==> src/hdl/sfb_pkg.sv <==
// Package for the serial frame builder: frame constants, item types,
// sequencer states, and the CRC and header byte functions.
// Depends on nothing; every other file imports it.
package sfb_pkg;

  localparam int MAX_FRAME_BYTES = 48;
  localparam int OVERHEAD        = 13;
  localparam int REM_W           = $clog2(MAX_FRAME_BYTES - OVERHEAD + 1);
  localparam int HDR_BYTES       = 11;
  localparam int STEP_W          = $clog2(HDR_BYTES);
  localparam int QUEUE_DEPTH     = 2;

  localparam logic [7:0]  HDR_SYNC   = 8'h55;
  localparam logic [7:0]  HDR_FLAG   = 8'h40;
  localparam logic [7:0]  HDR_CLASS  = 8'h0D;
  localparam logic [15:0] CRC_POLY   = 16'h8408;
  localparam logic [15:0] SEED_RESET = 16'h3692;

  localparam logic FUNC_START = 1'b0;
  localparam logic FUNC_DATA  = 1'b1;

  typedef enum logic [1:0] {
    CMD_START,
    CMD_DATA,
    CMD_TOO_LONG,
    CMD_NO_FRAME
  } cmd_kind_t;

  typedef enum logic [1:0] {
    STATUS_OK       = 2'd0,
    STATUS_TOO_LONG = 2'd1,
    STATUS_NO_FRAME = 2'd2
  } status_t;

  typedef enum logic [1:0] {
    ST_IDLE,
    ST_HDR,
    ST_CRC_LO,
    ST_CRC_HI
  } back_state_t;

  typedef struct packed {
    cmd_kind_t   kind;
    logic        close;
    logic [15:0] sequence_req;
    logic [31:0] address;
    logic [7:0]  command;
    logic [7:0]  total;
    logic [7:0]  data_byte;
  } cmd_t;

  function automatic logic [15:0] crc_feed(input logic [15:0] crc_in, input logic [7:0] b);
    logic [15:0] c;
    c = crc_in ^ {8'h00, b};
    for (int i = 0; i < 8; i++) begin
      if (c[0]) begin
        c = (c >> 1) ^ CRC_POLY;
      end else begin
        c = c >> 1;
      end
    end
    return c;
  endfunction

  function automatic logic [7:0] hdr_byte(input logic [STEP_W-1:0] step, input cmd_t c);
    logic [7:0] b;
    unique case (step)
      STEP_W'(0):  b = HDR_SYNC;
      STEP_W'(1):  b = c.total;
      STEP_W'(2):  b = c.address[7:0];
      STEP_W'(3):  b = c.address[15:8];
      STEP_W'(4):  b = c.address[23:16];
      STEP_W'(5):  b = c.address[31:24];
      STEP_W'(6):  b = c.sequence_req[7:0];
      STEP_W'(7):  b = c.sequence_req[15:8];
      STEP_W'(8):  b = HDR_FLAG;
      STEP_W'(9):  b = HDR_CLASS;
      STEP_W'(10): b = c.command;
      default:     b = 8'h00;
    endcase
    return b;
  endfunction

endpackage

==> src/hdl/serial_frame_builder_crc16.sv <==
// Serial frame builder with reflected CRC-16: top level joining front end,
// command queue and back-end byte sequencer. Depends on sfb_pkg.
// Items are registered in the command queue, then the result register. The back end
// emits one byte per cycle while the result is free or popped; a start gives 11 header
// bytes, a payload item or an error one byte; a closing item then adds the CRC pair.
// Reset (rst, synchronous): closes any frame, empties queue and result, seed 0x3692.
module serial_frame_builder_crc16 (
  input  logic        clk,
  input  logic        rst,
  input  logic        push,
  output logic        full,
  input  logic        func,
  input  logic [15:0] sequence_req,
  input  logic [31:0] address,
  input  logic [7:0]  command,
  input  logic [7:0]  body_len,
  input  logic [7:0]  data_byte,
  input  logic        cfg_valid,
  output logic        cfg_ready,
  input  logic [15:0] cfg_data,
  output logic        empty,
  input  logic        pop,
  output logic [7:0]  frame_byte,
  output logic        last,
  output logic [1:0]  status
);
  import sfb_pkg::*;

  logic q_push, q_full, q_pop, q_empty;
  cmd_t q_wr, q_rd;

  sfb_front u_front (
    .clk            (clk),
    .rst            (rst),
    .push           (push),
    .full           (full),
    .func           (func),
    .sequence_req   (sequence_req),
    .address        (address),
    .command        (command),
    .body_len       (body_len),
    .data_byte      (data_byte),
    .q_push         (q_push),
    .q_data         (q_wr),
    .q_full         (q_full)
  );

  sfb_queue u_queue (
    .clk     (clk),
    .rst     (rst),
    .push    (q_push),
    .wr_data (q_wr),
    .full    (q_full),
    .pop     (q_pop),
    .rd_data (q_rd),
    .empty   (q_empty)
  );

  sfb_back u_back (
    .clk        (clk),
    .rst        (rst),
    .cfg_valid  (cfg_valid),
    .cfg_ready  (cfg_ready),
    .cfg_data   (cfg_data),
    .head       (q_rd),
    .head_valid (!q_empty),
    .head_pop   (q_pop),
    .empty      (empty),
    .pop        (pop),
    .frame_byte (frame_byte),
    .last       (last),
    .status     (status)
  );

endmodule

==> src/hdl/sfb_front.sv <==
// Front end: accepts input items, tracks the open frame and classifies
// each item into a command for the back end. Depends on sfb_pkg.
module sfb_front (
  input  logic              clk,
  input  logic              rst,
  input  logic              push,
  output logic              full,
  input  logic              func,
  input  logic [15:0]       sequence_req,
  input  logic [31:0]       address,
  input  logic [7:0]        command,
  input  logic [7:0]        body_len,
  input  logic [7:0]        data_byte,
  output logic              q_push,
  output sfb_pkg::cmd_t     q_data,
  input  logic              q_full
);
  import sfb_pkg::*;

  logic             frame_open, frame_open_next;
  logic [REM_W-1:0] bytes_remaining, bytes_remaining_next;
  logic [8:0]       total_sum;
  logic             too_long;

  assign full   = q_full;
  assign q_push = push && !q_full;

  always_comb begin
    total_sum            = 9'(OVERHEAD) + {1'b0, body_len};
    too_long             = total_sum > 9'(MAX_FRAME_BYTES);
    frame_open_next      = frame_open;
    bytes_remaining_next = bytes_remaining;
    q_data.kind          = CMD_NO_FRAME;
    q_data.close         = 1'b0;
    q_data.sequence_req  = sequence_req;
    q_data.address       = address;
    q_data.command       = command;
    q_data.total         = total_sum[7:0];
    q_data.data_byte     = data_byte;
    if (func == FUNC_START) begin
      if (too_long) begin
        q_data.kind          = CMD_TOO_LONG;
        frame_open_next      = 1'b0;
        bytes_remaining_next = '0;
      end else begin
        q_data.kind          = CMD_START;
        q_data.close         = body_len == 8'd0;
        frame_open_next      = body_len != 8'd0;
        bytes_remaining_next = REM_W'(body_len);
      end
    end else if (frame_open && bytes_remaining != '0) begin
      q_data.kind          = CMD_DATA;
      q_data.close         = bytes_remaining == REM_W'(1);
      bytes_remaining_next = bytes_remaining - REM_W'(1);
      frame_open_next      = bytes_remaining != REM_W'(1);
    end
  end

  always_ff @(posedge clk) begin
    if (rst) begin
      frame_open      <= 1'b0;
      bytes_remaining <= '0;
    end else if (q_push) begin
      frame_open      <= frame_open_next;
      bytes_remaining <= bytes_remaining_next;
    end
  end

  a_open_has_bytes: assert property (@(posedge clk) disable iff (rst)
    frame_open |-> bytes_remaining != '0)
    else $error("open frame with no payload bytes due");

endmodule

==> src/hdl/sfb_queue.sv <==
// Short command queue between front and back ends.
// Depends on sfb_pkg for the command type and depth.
module sfb_queue (
  input  logic          clk,
  input  logic          rst,
  input  logic          push,
  input  sfb_pkg::cmd_t wr_data,
  output logic          full,
  input  logic          pop,
  output sfb_pkg::cmd_t rd_data,
  output logic          empty
);
  import sfb_pkg::*;

  localparam int PTR_W = (QUEUE_DEPTH > 1) ? $clog2(QUEUE_DEPTH) : 1;
  localparam int CNT_W = $clog2(QUEUE_DEPTH + 1);

  cmd_t             slots [QUEUE_DEPTH];
  logic [PTR_W-1:0] wr_ptr, rd_ptr;
  logic [CNT_W-1:0] count;

  assign full    = count == CNT_W'(QUEUE_DEPTH);
  assign empty   = count == '0;
  assign rd_data = slots[rd_ptr];

  always_ff @(posedge clk) begin
    if (push) begin
      slots[wr_ptr] <= wr_data;
    end
  end

  always_ff @(posedge clk) begin
    if (rst) begin
      wr_ptr <= '0;
      rd_ptr <= '0;
      count  <= '0;
    end else begin
      if (push) begin
        wr_ptr <= (wr_ptr == PTR_W'(QUEUE_DEPTH - 1)) ? '0 : wr_ptr + PTR_W'(1);
      end
      if (pop) begin
        rd_ptr <= (rd_ptr == PTR_W'(QUEUE_DEPTH - 1)) ? '0 : rd_ptr + PTR_W'(1);
      end
      count <= count + CNT_W'(push) - CNT_W'(pop);
    end
  end

  a_count_bound: assert property (@(posedge clk) disable iff (rst)
    count <= CNT_W'(QUEUE_DEPTH))
    else $error("queue count beyond depth");

endmodule

==> src/hdl/sfb_back.sv <==
// Back end: byte sequencer that turns commands into frame bytes, keeps the
// running CRC and the seed register, and drives the result register.
// Depends on sfb_pkg.
module sfb_back (
  input  logic          clk,
  input  logic          rst,
  input  logic          cfg_valid,
  output logic          cfg_ready,
  input  logic [15:0]   cfg_data,
  input  sfb_pkg::cmd_t head,
  input  logic          head_valid,
  output logic          head_pop,
  output logic          empty,
  input  logic          pop,
  output logic [7:0]    frame_byte,
  output logic          last,
  output logic [1:0]    status
);
  import sfb_pkg::*;

  back_state_t       st, st_next;
  logic [STEP_W-1:0] step, step_next;
  logic [15:0]       crc, crc_next;
  logic [15:0]       crc_seed;
  logic              out_valid;
  logic [7:0]        out_byte;
  logic              out_last;
  status_t           out_status;
  logic              adv;
  logic              emit;
  logic [7:0]        emit_byte;
  logic              emit_last;
  status_t           emit_status;
  logic [7:0]        hb;

  assign cfg_ready  = 1'b1;
  assign empty      = !out_valid;
  assign frame_byte = out_byte;
  assign last       = out_last;
  assign status     = out_status;
  assign adv        = !out_valid || pop;

  always_comb begin
    st_next     = st;
    step_next   = step;
    crc_next    = crc;
    head_pop    = 1'b0;
    emit        = 1'b0;
    emit_byte   = 8'h00;
    emit_last   = 1'b0;
    emit_status = STATUS_OK;
    hb          = hdr_byte(step, head);
    unique case (st)
      ST_IDLE: begin
        if (head_valid && adv) begin
          emit = 1'b1;
          unique case (head.kind)
            CMD_START: begin
              emit_byte = HDR_SYNC;
              crc_next  = crc_feed(crc_seed, HDR_SYNC);
              step_next = STEP_W'(1);
              st_next   = ST_HDR;
            end
            CMD_DATA: begin
              emit_byte = head.data_byte;
              crc_next  = crc_feed(crc, head.data_byte);
              head_pop  = 1'b1;
              if (head.close) begin
                st_next = ST_CRC_LO;
              end
            end
            CMD_TOO_LONG: begin
              emit_last   = 1'b1;
              emit_status = STATUS_TOO_LONG;
              head_pop    = 1'b1;
            end
            CMD_NO_FRAME: begin
              emit_last   = 1'b1;
              emit_status = STATUS_NO_FRAME;
              head_pop    = 1'b1;
            end
          endcase
        end
      end
      ST_HDR: begin
        if (adv) begin
          emit      = 1'b1;
          emit_byte = hb;
          crc_next  = crc_feed(crc, hb);
          step_next = step + STEP_W'(1);
          if (step == STEP_W'(HDR_BYTES - 1)) begin
            head_pop = 1'b1;
            st_next  = head.close ? ST_CRC_LO : ST_IDLE;
          end
        end
      end
      ST_CRC_LO: begin
        if (adv) begin
          emit      = 1'b1;
          emit_byte = crc[7:0];
          st_next   = ST_CRC_HI;
        end
      end
      ST_CRC_HI: begin
        if (adv) begin
          emit      = 1'b1;
          emit_byte = crc[15:8];
          emit_last = 1'b1;
          st_next   = ST_IDLE;
        end
      end
    endcase
  end

  always_ff @(posedge clk) begin
    if (rst) begin
      st        <= ST_IDLE;
      step      <= '0;
      crc       <= '0;
      out_valid <= 1'b0;
    end else begin
      st   <= st_next;
      step <= step_next;
      crc  <= crc_next;
      if (adv) begin
        out_valid <= emit;
      end
    end
  end

  always_ff @(posedge clk) begin
    if (rst) begin
      crc_seed <= SEED_RESET;
    end else if (cfg_valid) begin
      crc_seed <= cfg_data;
    end
  end

  always_ff @(posedge clk) begin
    if (adv && emit) begin
      out_byte   <= emit_byte;
      out_last   <= emit_last;
      out_status <= emit_status;
    end
  end

  a_hdr_head: assert property (@(posedge clk) disable iff (rst)
    st == ST_HDR |-> head_valid && head.kind == CMD_START)
    else $error("header steps without a start at the queue head");

  a_crc_last: assert property (@(posedge clk) disable iff (rst)
    st == ST_CRC_HI && adv |=> out_valid && out_last && out_status == STATUS_OK)
    else $error("CRC high byte not marked last");

  a_err_zero: assert property (@(posedge clk) disable iff (rst)
    out_valid && out_status != STATUS_OK |-> out_byte == 8'h00 && out_last)
    else $error("error item with data or without last");

endmodule
==> config.mk <==
export PLATFORM = sky130hd
export DESIGN_NAME = serial_frame_builder_crc16
export DESIGN_NICKNAME = d
export VERILOG_FILES = /design/src/hdl/sfb_pkg.sv /design/src/hdl/serial_frame_builder_crc16.sv /design/src/hdl/sfb_front.sv /design/src/hdl/sfb_queue.sv /design/src/hdl/sfb_back.sv
export SDC_FILE = /design/constraint.sdc
export NUM_CORES = 1
export LEC_CHECK = 0
export ABC_AREA = 0
export BUFFER_PORTS_ARGS = -buffer_cell sky130_fd_sc_hd__buf_4
export CAP_MARGIN = 30
export CORE_MARGIN = 2
export CORE_UTILIZATION = 35
export CTS_BUF_LIST = sky130_fd_sc_hd__clkbuf_16
export DETAILED_ROUTE_END_ITERATION = 8
export PLACE_DENSITY_LB_ADDON = 0.12
export SETUP_SLACK_MARGIN = 0.2
export SYNTH_ARGS = -nofsm -noshare
export SYNTH_HDL_FRONTEND = slang
export SYNTH_SLANG_ARGS = --single-unit
==> constraint.sdc <==
create_clock -name clk -period 5.9 [get_ports clk]
set_input_delay 0.295 -clock clk [delete_from_list [all_inputs] [get_ports clk]]
set_output_delay 0.295 -clock clk [all_outputs]
set_load 0.05 [all_outputs]
==> results of run 1 <==
==> logic make-up (layout without fill, tap and decap cells) <==
group,Yosys count,count (layout)
other,1,1
and+or+nand+nor,159,159
AOI/OAI and AO/OA,160,160
buffers and inverters,63,264
xor gates and xnor gates,70,70
muxes,85,85
adders and majority gates,16,16
DFF,212,212
==> cells in the mapped netlist (8+ instances only) <==
library cell,instances
edfxtp_1,161
mux2i_1,68
nor2_1,54
dfxtp_1,51
xnor2_1,35
nand2_1,31
o22ai_1,28
a21oi_1,25
inv_1,25
xor2_1,22
clkbuf_1,20
o21ai_0,17
ha_1,16
mux2_2,12
o21ai_1,11
a211oi_1,10
nor2b_1,10
nor3_1,10
a211o_1,9
a22oi_1,9
nand3_1,9
xnor2_2,9
a222oi_1,8
nand3b_1,8
==> worst max path at each step <==
stage | start | endpoint | slack [ns] | cells past startpoint
global route | register | u_back.crc[9]$_SDFFE_PP0P_ | 2.15 | 7
floorplan | u_queue.count[1]$_SDFF_PP0_ | u_queue.slots[0][0]$_DFFE_PP_ | 1.71 | 3
detailed placement | register | u_back.crc[9]$_SDFFE_PP0P_ | 2.37 | 7
global placement | register | u_back.crc[7]$_SDFFE_PP0P_ | 2.37 | 7
CTS | register | u_back.crc[9]$_SDFFE_PP0P_ | 2.34 | 7
finish | register | u_back.crc[9]$_SDFFE_PP0P_ | 2.39 | 7
==> sequential cells by signal (all words and copies together), names as in the netlist, named ones only <==
signal,cells
u_back.crc,16
u_back.crc_seed,16
u_back.frame_byte,8
u_back.last,1
u_back.out_valid,1
u_back.st,2
u_back.status,2
u_back.step,4
u_front.bytes_remaining,6
u_front.frame_open,1
u_queue.count,2
u_queue.rd_ptr,1
u_queue.slots,150
u_queue.wr_ptr,1
==> critical path: stages (launching register included) <==
cell and delay, ns:
dfxtp_4 0.92, mux2_2 0.42, a22oi_1 0.21, nor4b_1 0.66, nand2_1 0.23, xnor3_1 0.47, or3_1 0.39, nand3_1 0.08
==> per-layer routing <==
| layer | vias up | global-route usage | share of wire |
|---|---|---|---|
| met1 | 3335 | 0.2218 | 0.44 |
| met4 | 0 | 0.05736 | 0.032 |
| li1 | 3262 | - | - |
| met3 | 51 | 0.02335 | 0.039 |
| met2 | 177 | 0.2991 | 0.49 |
| met5 | - | 0 | 0 |
==> power groups by stage <==
stage               sequential [mW]  clock, mW  combinational [mW]
global placement               2.11          0                1.65
detailed placement             2.12          0                1.70
floorplan                      2.18          0                1.13
finish                         2.08       1.55                1.74
global route                   2.11       1.64                1.88
CTS                            2.09       1.59                1.75
==> cell type report <==
| class | instances | area share |
|---|---|---|
| clock buffer | 26 | 0.05110 |
| timing repair buffer | 194 | 0.1322 |
| tap | 378 | 0.03715 |
| multi-input combinational | 491 | 0.2978 |
| clock inverter | 19 | 0.01425 |
| sequential | 212 | 0.4602 |
| inverter | 25 | 0.007370 |
==> through the flow <==
step	instances	area, um2	power, mW
2_1_floorplan	766	9932	3.305
3_3_place_gp	1218	11060	3.768
3_5_place_dp	1221	11110	3.818
4_1_cts	1345	12730	5.429
5_1_grt	1345	12730	5.631
6_report	1345	12730	5.371
==> impl_metrics.toml, run 1 <==
[global_routing]
track_usage = 0.1723
grt-ovfl-total = 0
grt_pass1_vias = 6849
grt_max_degree = 55
antenna_found_initial = 0
grt_pass1_wl_um = 38890

[final_layout]
fill_cells = 2546
area_growth_pct = 28.19
drive_gt1_frac = 0.1934
diodes = 0
nNetsFinal = 1059
seqCellArea_um2 = 5859
layout_commonest_cell = "edfxtp_1"
final_cell_mix = "161 x edfxtp_1, 112 x buf_4, 79 x dlygate4sd3_1"
post-route-util = 0.4570
multi_input_area_um2 = 3791

[outcome]
outcome = "finished, final reports clean"

[timing]
setup_tns_ns = 0
period_needed_ns = 3.506
hold_viol = 0
fin_ws_ns = 2.394
drv_slew = 0
slew-limit-headroom = 0.3991
final-setup-viol-count = 0
fin_skew_ns = 0.01461
holdWs_ns = 0.02524
fin_crit_sh = 0.5942
fmax_mhz = 285.2
rsz0062_at_grt = "no"
worst_slew_pin_slew_ns = 0.9014

[synthesis]
synthFlopType = "edfxtp_1"
ys_top_cells_by_area = "edfxtp_1 49%, dfxtp_1 10%, mux2i_1 6.9%, xnor2_1 3.1%, nor2_1 2.0%"
synth_top_family_by_area = "compound AO/OA/AOI/OAI gates"
synthMuxAreaShare = 0.08932
netlist_instances = 766
synth.distinct_cells = 65
syn-num-nets = 876
synth_area_um2 = 9932
synthAdderAreaFrac = 0.02016
synth-seq-cells = 212
synth_top_cell_by_area = "edfxtp_1"
synth-seq-area-share = 0.5896
synth_compound_area_frac = 0.1121
async_flop_share = 0
synth-simple-area-share = 0.08403
synth-edff-count = 161
synth_xor_area_frac = 0.07420
yosysWarnings = 0
synth.top_cell.area_share = 0.4868
synth.avg_cell_area_um2 = 12.97

[route]
drc = 0
totalWireLength_um = 25800
post_drt_wl_per_cell_um = 19.18
drt_iter0_drc = 441
vias = 6825
postRouteAntennaNets = 0
drtPass1Iterations = 5
vias_per_cell = 5.074

[critical_path]
start_kind = "register"
cp.arrival_ns = 3.98
required_ns = 6.38
critPathCaptureType = "register"
r2r_end = "u_back.crc[9]$_SDFFE_PP0P_"
rrSetupSlack_ns = 2.39
r2r_cells = 7
worstPathMaxFanout = 54
criticalPathCategory = "reg2reg"

[clocking]
cts_tree = "done"
h-tree-depth = 1
cts-root-buf = "clkbuf_16"
cts_buffers = 25
clk_path_buf_depth = 3
clk_latency_ns = 0.53
clock-sinks = 212
postCtsSetupBuffers = 0
postCtsHoldBufs = 79
clk_pin_slew_ns = 0.06
cts_resized = 0

[flow_run]
cap_violations = 0

[floorplanning]
core_um2 = 27860
die-area_um2 = 29740
fp.dieW_um = 172.5
num_rows = 61
start_util = 0.3565
ioPinCount = 108
die_y_um = 172.5

[power]
p_sw_mw = 1.832
power_density_nw_per_um2 = 421.8
clkPwrFrac = 0.289
swShare = 0.3412
pwr-share-seq = 0.387
leakagePower_nw = 4.635
p_int_mw = 3.539
p_comb_frac = 0.323
peakVddDrop_mv = 0.1874

[place]
gp_congestion = 0.8505
place_hpwl_um = 17840
io_buffers = 106
pre_cts_slack_ns = 2.370

[hold_path]
min_to = "u_queue.slots[1][73]$_DFFE_PP_"
min_path_cells = 1
min-delay-start = "func"
hp-class = "in2reg"
Power figures use the tool's default switching activity.
==> run 2: changes to the inputs <==
--- a/config.mk
+++ b/config.mk
@@ -5,7 +5,7 @@
 export SDC_FILE = /design/constraint.sdc
 export NUM_CORES = 1
 export LEC_CHECK = 0
-export ABC_AREA = 0
+export ABC_AREA = 1
 export BUFFER_PORTS_ARGS = -buffer_cell sky130_fd_sc_hd__buf_4
 export CAP_MARGIN = 30
 export CORE_MARGIN = 2
==> constraint.sdc (replaced) <==
create_clock -name clk -period 3 [get_ports clk]
set_input_delay 0.15 -clock clk [delete_from_list [all_inputs] [get_ports clk]]
set_output_delay 0.15 -clock clk [all_outputs]
set_load 0.05 [all_outputs]
==> run 2 against run 1 <==
Hold slack lost 0.016 ns. Area after synthesis up 4.4%. Register-to-register slack worse by 1.8 ns. Die area grew 4.3%. Largest cell class unchanged.
==> impl_metrics.toml, run 2 <==
[route]
vias_per_cell = 4.765
postRouteAntennaNets = 0
drt_iter0_drc = 550
vias = 8486
drtPass1Iterations = 7
post_drt_wl_per_cell_um = 16.00
drc = 0
totalWireLength_um = 28490

[critical_path]
required_ns = 3.42
cpMostUsedCell = "nand2_1"
r2r-start = "u_back.step[0]$_SDFFE_PP0P_"
r2r_end = "u_back.crc[10]$_SDFFE_PP0P_"
critPathCaptureType = "register"
cp.arrival_ns = 2.86
rrSetupSlack_ns = 0.56
worstPathMaxFanout = 8
cpPeakStageDelay_ns = 0.40
start_kind = "register"
crit_slowest_cell = "nor2_2"
r2r_cells = 15
criticalPathCategory = "reg2reg"
path_cells = "inv_1 -> ha_1 -> inv_1 -> nor2_2 -> nand2_1 -> nand2_1 -> nor2_1 -> nand3_1 -> nand2_1 -> nand2_1 -> nand2_1 -> nand2_1 -> nand2_1 -> nand3_1 -> a21oi_1"

[flow_run]
cap_violations = 0

[clocking]
cts-root-buf = "clkbuf_16"
postCtsSetupBuffers = 0
postCtsHoldBufs = 102
cts_tree = "done"
h-tree-depth = 1
cts_buffers = 25
cts_resized = 0
clock-sinks = 212
clk_path_buf_depth = 3
clk_pin_slew_ns = 0.06
clk_latency_ns = 0.54

[power]
p_int_mw = 6.770
pwr-share-seq = 0.349
power_density_nw_per_um2 = 839.1
clkPwrFrac = 0.260
swShare = 0.3994
p_comb_frac = 0.392
leakagePower_nw = 5.656
p_sw_mw = 4.502
peakVddDrop_mv = 0.5761

[floorplanning]
fp.dieW_um = 176.2
start_util = 0.3528
ioPinCount = 108
die-area_um2 = 31030
num_rows = 63
die_y_um = 176.2
core_um2 = 29400

[timing]
worst_slew_pin_slew_ns = 0.8628
slew-limit-headroom = 0.4187
setup_tns_ns = 0
fin_crit_sh = 0.8147
period_needed_ns = 2.444
fmax_mhz = 409.2
hold_viol = 0
fin_skew_ns = 0.01357
holdWs_ns = 0.009670
rsz0062_at_grt = "no"
final-setup-viol-count = 0
drv_slew = 0

[outcome]
outcome = "finished, final reports clean"

[place]
gp_congestion = 0.8982
io_buffers = 106
place_hpwl_um = 19660

[synthesis]
yosysWarnings = 0
synth-seq-area-share = 0.5645
synth_top_cell_by_area = "edfxtp_1"
synth.most_common_cell = "nand2_1"
synth.top_cell.area_share = 0.4660
syn-num-nets = 1267
synthFlopType = "edfxtp_1"
synth.distinct_cells = 41
synth.avg_cell_area_um2 = 8.966
synth_area_um2 = 10370
ys_top_cells_by_area = "edfxtp_1 47%, nand2_1 16%, dfxtp_1 9.8%, a21oi_1 3.2%, inv_1 3.0%"
synth_common_cells = "447 x nand2_1, 161 x edfxtp_1, 82 x inv_1"
synth-seq-cells = 212
netlist_instances = 1157
synth-edff-count = 161
async_flop_share = 0

[final_layout]
area_growth_pct = 29.50
largest-register = "u_queue.slots"
drive_gt1_frac = 0.1467
diodes = 0
reg.largest.list = "u_queue.slots x150, u_back.crc x16, u_back.crc_seed x16"
layout_commonest_cell = "nand2_1"
final_cell_mix = "447 x nand2_1, 161 x edfxtp_1, 118 x buf_4"
largest_reg_flops = 150
nNetsFinal = 1484

[global_routing]
track_usage = 0.1839
grt_max_degree = 84
grt-ovfl-total = 0
antenna_found_initial = 0
grt_pass1_vias = 8211
grt_pass1_wl_um = 44530

[hold_path]
min-delay-start = "cfg_valid"
min_path_cells = 3
hp-class = "in2reg"
min_to = "u_back.crc_seed[11]$_SDFFE_PP0P_"
run 2: power by group through the flow:
| stage | Combinational [mW] | Clock [mW] | Sequential, mW |
|---|---|---|---|
| CTS | 4.43 | 3.00 | 3.93 |
| global placement | 4.30 | 0 | 3.99 |
| detailed placement | 4.31 | 0 | 3.99 |
| finish | 4.42 | 2.93 | 3.93 |
| floorplan | 2.87 | 0 | 4.21 |
| global route | 4.91 | 3.11 | 3.97 |
run 2: worst max-delay path by stage:
stage / start / to / slack (ns) / cells after the start
2_1_floorplan: u_queue.count[1]$_SDFF_PP0_ / u_queue.slots[1][0]$_DFFE_PP_ / 0.02 / 3
3_3_place_gp: register / u_back.crc[10]$_SDFFE_PP0P_ / 0.63 / 15
3_5_place_dp: u_back.step[1]$_SDFFE_PP0P_ / u_back.crc[10]$_SDFFE_PP0P_ / 0.57 / 15
4_1_cts: u_back.step[1]$_SDFFE_PP0P_ / u_back.crc[10]$_SDFFE_PP0P_ / 0.53 / 15
5_1_grt: u_back.step[1]$_SDFFE_PP0P_ / u_back.crc[8]$_SDFFE_PP0P_ / 0.26 / 15
6_report: u_back.step[0]$_SDFFE_PP0P_ / u_back.crc[10]$_SDFFE_PP0P_ / 0.56 / 15
run 2: layer usage:
layer	global-route usage	routed length [um]	up-vias
met5	0	0	-
met4	0.04787	663	0
met3	0.02972	1530	43
met2	0.3137	13720	212
met1	0.2437	12580	3954
li1	-	-	4277
run 2: cell type report:
cell class,instances,area [um2]
multi-input cells,818,3959
flip-flops and latches,212,5857
clock buffers,25,625.6
inverters,93,349.1
well taps,390,488.0
repair buffers,224,1994
fillers,2817,15970
clock inverters,19,161.4
run 2: cell families after synthesis:
family,share of synthesized area
compound gates,0.09251
buf+inv,0.05536
xor+xnor,0.03763
fa+ha+maj,0.01930
flops,0.5645
simple gates,0.2304
other cells,0.0003615
run 2: stage by stage:
step	power [mW]	std cells	utilization	setup WS [ns]	cell area, um2
4_1_cts	11.37	1781	0.4569	0.5333	13430
2_1_floorplan	7.083	1157	-	0.01736	10380
3_3_place_gp	8.289	1634	0.3945	0.6284	11600
3_5_place_dp	8.302	1635	0.3954	0.5740	11630
6_report	11.27	1781	0.4569	0.5560	13430
5_1_grt	11.99	1781	0.4569	0.2598	13430
run 2: worst max-delay path, delay by kind of cell (launching register included):
kind | cells | cell delay [ns]
buffers and inverters | 2 | 0.18
AND/OR/NAND/NOR | 11 | 1.49
flip-flops | 1 | 0.33
adder cells (fa/ha/maj) | 1 | 0.23
AO/OA/AOI/OAI | 1 | 0.08
